<file path="config.mk">
export PLATFORM = sky130hd
export DESIGN_NAME = pkswl_ram
export DESIGN_NICKNAME = d
export VERILOG_FILES = /design/src/design/assert_macros.svh /design/src/design/pkswl_ram.sv
export SDC_FILE = /design/constraint.sdc
export NUM_CORES = 2
export LEC_CHECK = 0
export BUFFER_PORTS_ARGS = -buffer_cell sky130_fd_sc_hd__buf_2
export CAP_MARGIN = 20
export CORE_ASPECT_RATIO = 1.4
export CORE_MARGIN = 2
export CORE_UTILIZATION = 24
export DETAILED_ROUTE_END_ITERATION = 8
export HOLD_SLACK_MARGIN = 0.1
export PLACE_DENSITY = 0.33
export SYNTH_ARGS = -nofsm -noshare
export SYNTH_HDL_FRONTEND = slang
export SYNTH_SLANG_ARGS = --single-unit
</file>
<file path="constraint.sdc">
create_clock -name i_clk -period 10.2 [get_ports i_clk]
set_clock_uncertainty 0.2 [all_clocks]
set_input_delay 1.53 -clock i_clk [delete_from_list [all_inputs] [get_ports i_clk]]
set_output_delay 1.53 -clock i_clk [all_outputs]
set_load 0.05 [all_outputs]
</file>
<file path="src/design/assert_macros.svh">
// Assertion helpers shared by the RTL.
`ifndef ASSERT_MACROS_SVH
`define ASSERT_MACROS_SVH

// Clocked check, held off while reset is low.
`define PKSWL_ASSERT(lbl, prop, msg) \
    lbl: assert property (@(posedge i_clk) disable iff (!i_rst_n) (prop)) else $error(msg);

// Clocked check that also holds during reset.
`define PKSWL_ASSERT_ALWAYS(lbl, prop, msg) \
    lbl: assert property (@(posedge i_clk) (prop)) else $error(msg);

`endif

</file>
<file path="src/design/pkswl_ram.sv">
module pkswl_ram #(
    parameter int WIDTH = 32,
    parameter int DEPTH = 64
) (
    input  logic                     i_clk,
    input  logic                     i_we,
    input  logic [$clog2(DEPTH)-1:0] i_waddr,
    input  logic [WIDTH-1:0]         i_wdata,
    input  logic [$clog2(DEPTH)-1:0] i_raddr,
    output logic [WIDTH-1:0]         o_rdata
);

    logic [WIDTH-1:0] r_mem [DEPTH];
    logic [WIDTH-1:0] r_rdata;

    always_ff @(posedge i_clk) begin
        if (i_we) begin
            r_mem[i_waddr] <= i_wdata;
        end
        r_rdata <= r_mem[i_raddr];
    end

    assign o_rdata = r_rdata;

endmodule
</file>
==> Word-level counts from Yosys, hierarchy flattened <==
Memories as Yosys holds them, arrays and structs flattened. A register that Yosys moved wholly into a read port is not among the register bits.
Index checks and enable logic that the tools add are counted.
{ "totals": {"in_bits": 46, "word_cells": 3, "ramBits": 2048, "memories": 1, "reg_bits": 0} }
{ "mem_list": {"columns": ["memory", "depth", "word_bits", "rd", "rd_ports_with_merged_regs", "write_ports", "line_no", "text"], "rows": [
  ["r_mem", 64, 32, 1, 1, 1, "pkswl_ram.sv:13", "logic [WIDTH-1:0] r_mem [DEPTH];"]
]} }
{ "op_classes": {"mux": 2} }
{ "ops": {"columns": ["operator", "count"], "rows": [
  ["2-to-1 mux 1 bit", 2]
]} }

==> Depth between registers and ports, before layout <==
{ "logic_depth": {"word_depth": 2, "ltp_mapped": 10, "mapped_depth_nobuf": 5} }

==> Worst setup path before layout <==
Ideal clock, no wire load.
{ "synth_timing": {"kind": "in2reg", "start": "input port i_waddr[3]", "end": "memory r_mem[48][0], enable pin", "stages": 4, "path_buffers": 1, "slack_ns": 5.310, "t_arrival_ns": 4.229, "t_required_ns": 9.539, "cell_sequence": "clkbuf_1 -> nor2b_1 -> nand4b_1 -> nor3_1"} }
{ "synth_rtl": {"columns": ["item", "line_no", "text"], "rows": [
  ["from (decl)", "pkswl_ram.sv:7", "input logic [$clog2(DEPTH)-1:0] i_waddr,"],
  ["to (decl)", "pkswl_ram.sv:13", null]
]} }
Straight into the memory's write port.

==> summary.md <==
| Metric | Value |
|---|---|
| CTS root buf | sky130_fd_sc_hd__clkbuf_16 |
| Max FO, Critical Path | 56 |
| Post-route DRC violation count | 0 |
| Nets@finish | between 3000 and 4000 |
| Wirelength per Cell | 33.4 µm |
| Placer congestion estimate | 0.726 |
| Net count of the mapped netlist | 3370 |
| First-iteration detailed-routing DRC count | 3141 |
| Library cells used by synthesis | 34 |
| Min-Delay Path Class | flip-flop to flip-flop |
| Number of hold-repair buffers added at the cts stage | 0 |
| Cell with the most instances after synthesis | sky130_fd_sc_hd__edfxtp_1 |
| Number of antenna violations at the first check in global routing | 24 |
| Rel. slew slack | between 20% and 30% |
| Total of fill cells in the finished design | 31900 |
| Total wirelength of the detailed-routed design | around 270000 µm |
| Area leader, netlist | sky130_fd_sc_hd__edfxtp_1 |
| Die width | 487 µm |
| List of most frequent post-synthesis cells | sky130_fd_sc_hd__edfxtp_1 (2048), sky130_fd_sc_hd__mux4_2 (544), sky130_fd_sc_hd__nor2_1 (137), sky130_fd_sc_hd__mux2i_1 (93), sky130_fd_sc_hd__o22ai_1 (84) |
| Max capacitance violation total | 0 |
| Pin count of the biggest net entering global routing | 83 |
| Final Instance Count excl. Fillers | 8034 |
| Post-cts repair resize count | 0 |
| Post-synth top flop | sky130_fd_sc_hd__edfxtp_1 |
| Crit start category | input pin |
| Slowest Stage Delay on Critical Path | roughly 0.89 ns |
| Share of post-route cells with drive strength above 1 | between 30 and 40% |
| Slew at the pin closest to its max-slew limit | approximately 1.1 ns |
| Highest clock rate | about 0.21 GHz |
| Die area | 0.332 mm² |
| Total global routing overflow | 0 |
| Endpoints failing setup | 0 |
| Die span in y | 681 µm |
| I/O Buffers | 77 |
| Worst path cell trace | buf_8 > buf_4 > buf_4 > mux4_2 > mux2i_1 > a21oi_1 > a21oi_1 > nor2_1 |
| Remaining number of nets flagged by the antenna check after routing | 0 |
| Category of the most critical setup path | input pin to flip-flop |
| Leakage power | between 20 and 30 nW |
| Unrepaired setup endpoints after global routing | no |
| Total placed cells including tap cells | 7619 |
| Per-cell via count in the routed design | 4.49 |
| Count of pins over their slew limit | 0 |
| Synthesized cell area | between 0.07 and 0.08 mm² |
| Cell class contributing the biggest share of worst-path delay | buffers and inverters |
| Yosys warning count | 0 |
| Worst hold margin | 0.592 ns |
| Clock insertion delay at the later pin of the skew report | just under 0.9 ns |
| First-pass iteration count of the detailed router | 5 |
| Required time of the critical path | 10.71 ns |
| Area taken by flip-flops and latches | 0.0621 mm² |
| Async SR Flop Fraction | 0% |
| Std-Cell Rows | 248 |
| Htree depth | 4 |
| Share of the clock period used by the worst path after layout | between 40% and 50% |
| Number of flops mapped to enable cells by yosys | 2048 |
| Area growth from synthesis to final layout | 17.3% |
| Clock buffers created by TritonCTS | ~230 |
| Clock transition time at the flip-flop clock pins of the worst setup and hold paths | 0.06 ns |
| Fin. Hold Viols | 0 |
| Time the final worst path needs with I/O delays and setup | 4.78 ns |
| Vias in the first global route | 38900 |
| Portion of synthesized cell area occupied by the leading cell type | 78.3% |
| Effective utilization at floorplan | about a quarter |
| Post-CTS setup buffer count | 0 |
| Flip-flop and latch count after synthesis | ~2100 |
| Arrival time reported for the critical path endpoint | between 5 and 6 ns |
| Area used by multi-input combinational logic | roughly 0.016 mm² |
| Type of element capturing the critical path | flip-flop |
| Clk buf depth | 4 |
| First-pass GRT wire length | 361000 µm |
| Clock tree from TritonCTS | yes |
| I/O Pins | 78 |
| Total vias in the final route | 36100 |
| Synthesized area divided by synthesized cell count | 23.6 µm² |
| Aggregate negative setup slack | 0 ns |
| Result of the run | complete, no violations |
| Biggest area contributors in the synthesized netlist | sky130_fd_sc_hd__edfxtp_1 (78%), sky130_fd_sc_hd__mux4_2 (16%), sky130_fd_sc_hd__mux2i_1 (1.2%), sky130_fd_sc_hd__dfxtp_1 (0.82%), sky130_fd_sc_hd__o22ai_1 (0.67%) |
| Overall routing resource usage | between 10% and 20% |
| Worst voltage drop across the vdd grid | 0.127 mV |
| Core region area | roughly 0.33 mm² |
| Areal power density over the cells | about 200 mW/mm² |
| Slowest stage cell, crit path | sky130_fd_sc_hd__a21oi_1 |
| Gate count after technology mapping | 3324 |
| Detail Placement HPWL | 142000 µm |
| Number of clock sinks | 2080 |
| Buffers and inverters on the worst path | 3 |
| Share of the yosys chip area belonging to registers | 79.1% |
==> state kept, by name, indices dropped and copies added (netlist names) <==
register,count
o_rdata,32
r_mem,2048
==> path summary, 6_finish.rpt <==
kind	start	to	depth (start not counted)	slack, ns
worst max register to register	r_mem[32][19]$_DFFE_PP_	o_rdata[19]$_DFF_P_	5	7.43
worst max-delay path	i_raddr[2]	o_rdata[11]$_DFF_P_	8	5.42
worst min register to register	r_mem[12][20]$_DFFE_PP_	o_rdata[20]$_DFF_P_	4	0.59
worst min-delay path	r_mem[12][20]$_DFFE_PP_	o_rdata[20]$_DFF_P_	4	0.59
==> per-stage QoR <==
| stage | total power, mW | utilization [%] | area, µm² | setup WS [ns] |
|---|---|---|---|---|
| finish | 18.5 | 28.3 | 92100 | 5.42 |
| global placement | 10.8 | 26.1 | 85100 | 4.47 |
| floorplan | 10.2 | - | 78500 | 5.31 |
| detailed placement | 10.8 | 26.1 | 85200 | 4.46 |
| CTS | 18.8 | 28.3 | 92100 | 5.41 |
| global route | 19.1 | 28.3 | 92100 | 5.26 |
==> where the power goes <==
part           internal [mW]  switching [mW]  total (mW)
Clock                   4.51            3.41        7.92
Combinational          0.323           0.736        1.06
Sequential              9.47          0.0490        9.51
==> routing by layer <==
metal	track usage, %	vias up	share of wire [%]
met5	0	-	0.014
met4	3.97	6	2.4
met3	2.03	305	3.7
met2	29.7	710	54
met1	19.6	20200	40
li1	-	14800	-
==> cell type report <==
class,count,share of cell area (%)
diodes,17,0.0462
clock buffers,296,6.57
clock inverters,102,0.921
multi-input cells,1062,17.4
flip-flops and latches,2080,67.5
well taps,4250,5.77
repair buffers,227,1.84
==> placed cells by master (no fill, tap or decap), types with 3 or more instances in the layout <==
cell,count
sky130_fd_sc_hd__edfxtp_1,2048
sky130_fd_sc_hd__mux4_2,544
sky130_fd_sc_hd__clkbuf_16,227
sky130_fd_sc_hd__buf_4,135
sky130_fd_sc_hd__mux2i_1,93
sky130_fd_sc_hd__o22ai_1,84
sky130_fd_sc_hd__nor2_1,74
sky130_fd_sc_hd__buf_2,74
sky130_fd_sc_hd__nor2_4,63
sky130_fd_sc_hd__a21oi_1,59
sky130_fd_sc_hd__clkbuf_1,58
sky130_fd_sc_hd__clkinv_1,46
sky130_fd_sc_hd__clkinv_2,35
sky130_fd_sc_hd__dfxtp_1,32
sky130_fd_sc_hd__o221ai_1,27
sky130_fd_sc_hd__nand2_1,25
sky130_fd_sc_hd__diode_2,17
sky130_fd_sc_hd__bufinv_16,15
sky130_fd_sc_hd__nor2b_1,14
sky130_fd_sc_hd__a22oi_1,12
sky130_fd_sc_hd__clkbuf_8,11
sky130_fd_sc_hd__buf_12,10
sky130_fd_sc_hd__nand2b_1,7
sky130_fd_sc_hd__a311oi_1,7
sky130_fd_sc_hd__nand3b_1,5
sky130_fd_sc_hd__nor3_1,5
sky130_fd_sc_hd__nand3_1,5
sky130_fd_sc_hd__buf_8,5
sky130_fd_sc_hd__and3_1,4
sky130_fd_sc_hd__a41o_1,4
sky130_fd_sc_hd__o32ai_1,4
sky130_fd_sc_hd__or3b_2,3
sky130_fd_sc_hd__a21oi_2,3
sky130_fd_sc_hd__or3_1,3
sky130_fd_sc_hd__inv_6,3
sky130_fd_sc_hd__buf_6,3
==> worst min-delay path: stages, from the launching register on <==
cell	delay (ns)
sky130_fd_sc_hd__edfxtp_1	0.32
sky130_fd_sc_hd__mux2i_1	0.07
sky130_fd_sc_hd__nand2_1	0.07
sky130_fd_sc_hd__a311oi_1	0.14
sky130_fd_sc_hd__nor3_1	0.17
==> cell families after synthesis <==
logic type | after synthesis | synth area share, %
DFF | 2080 | 79.1
muxes | 637 | 16.8
and+or+nand+nor | 223 | 1.27
AOI/OAI and AO/OA | 202 | 1.67
buffers and inverters | 182 | 1.13
Power figures use the tool's default switching activity.
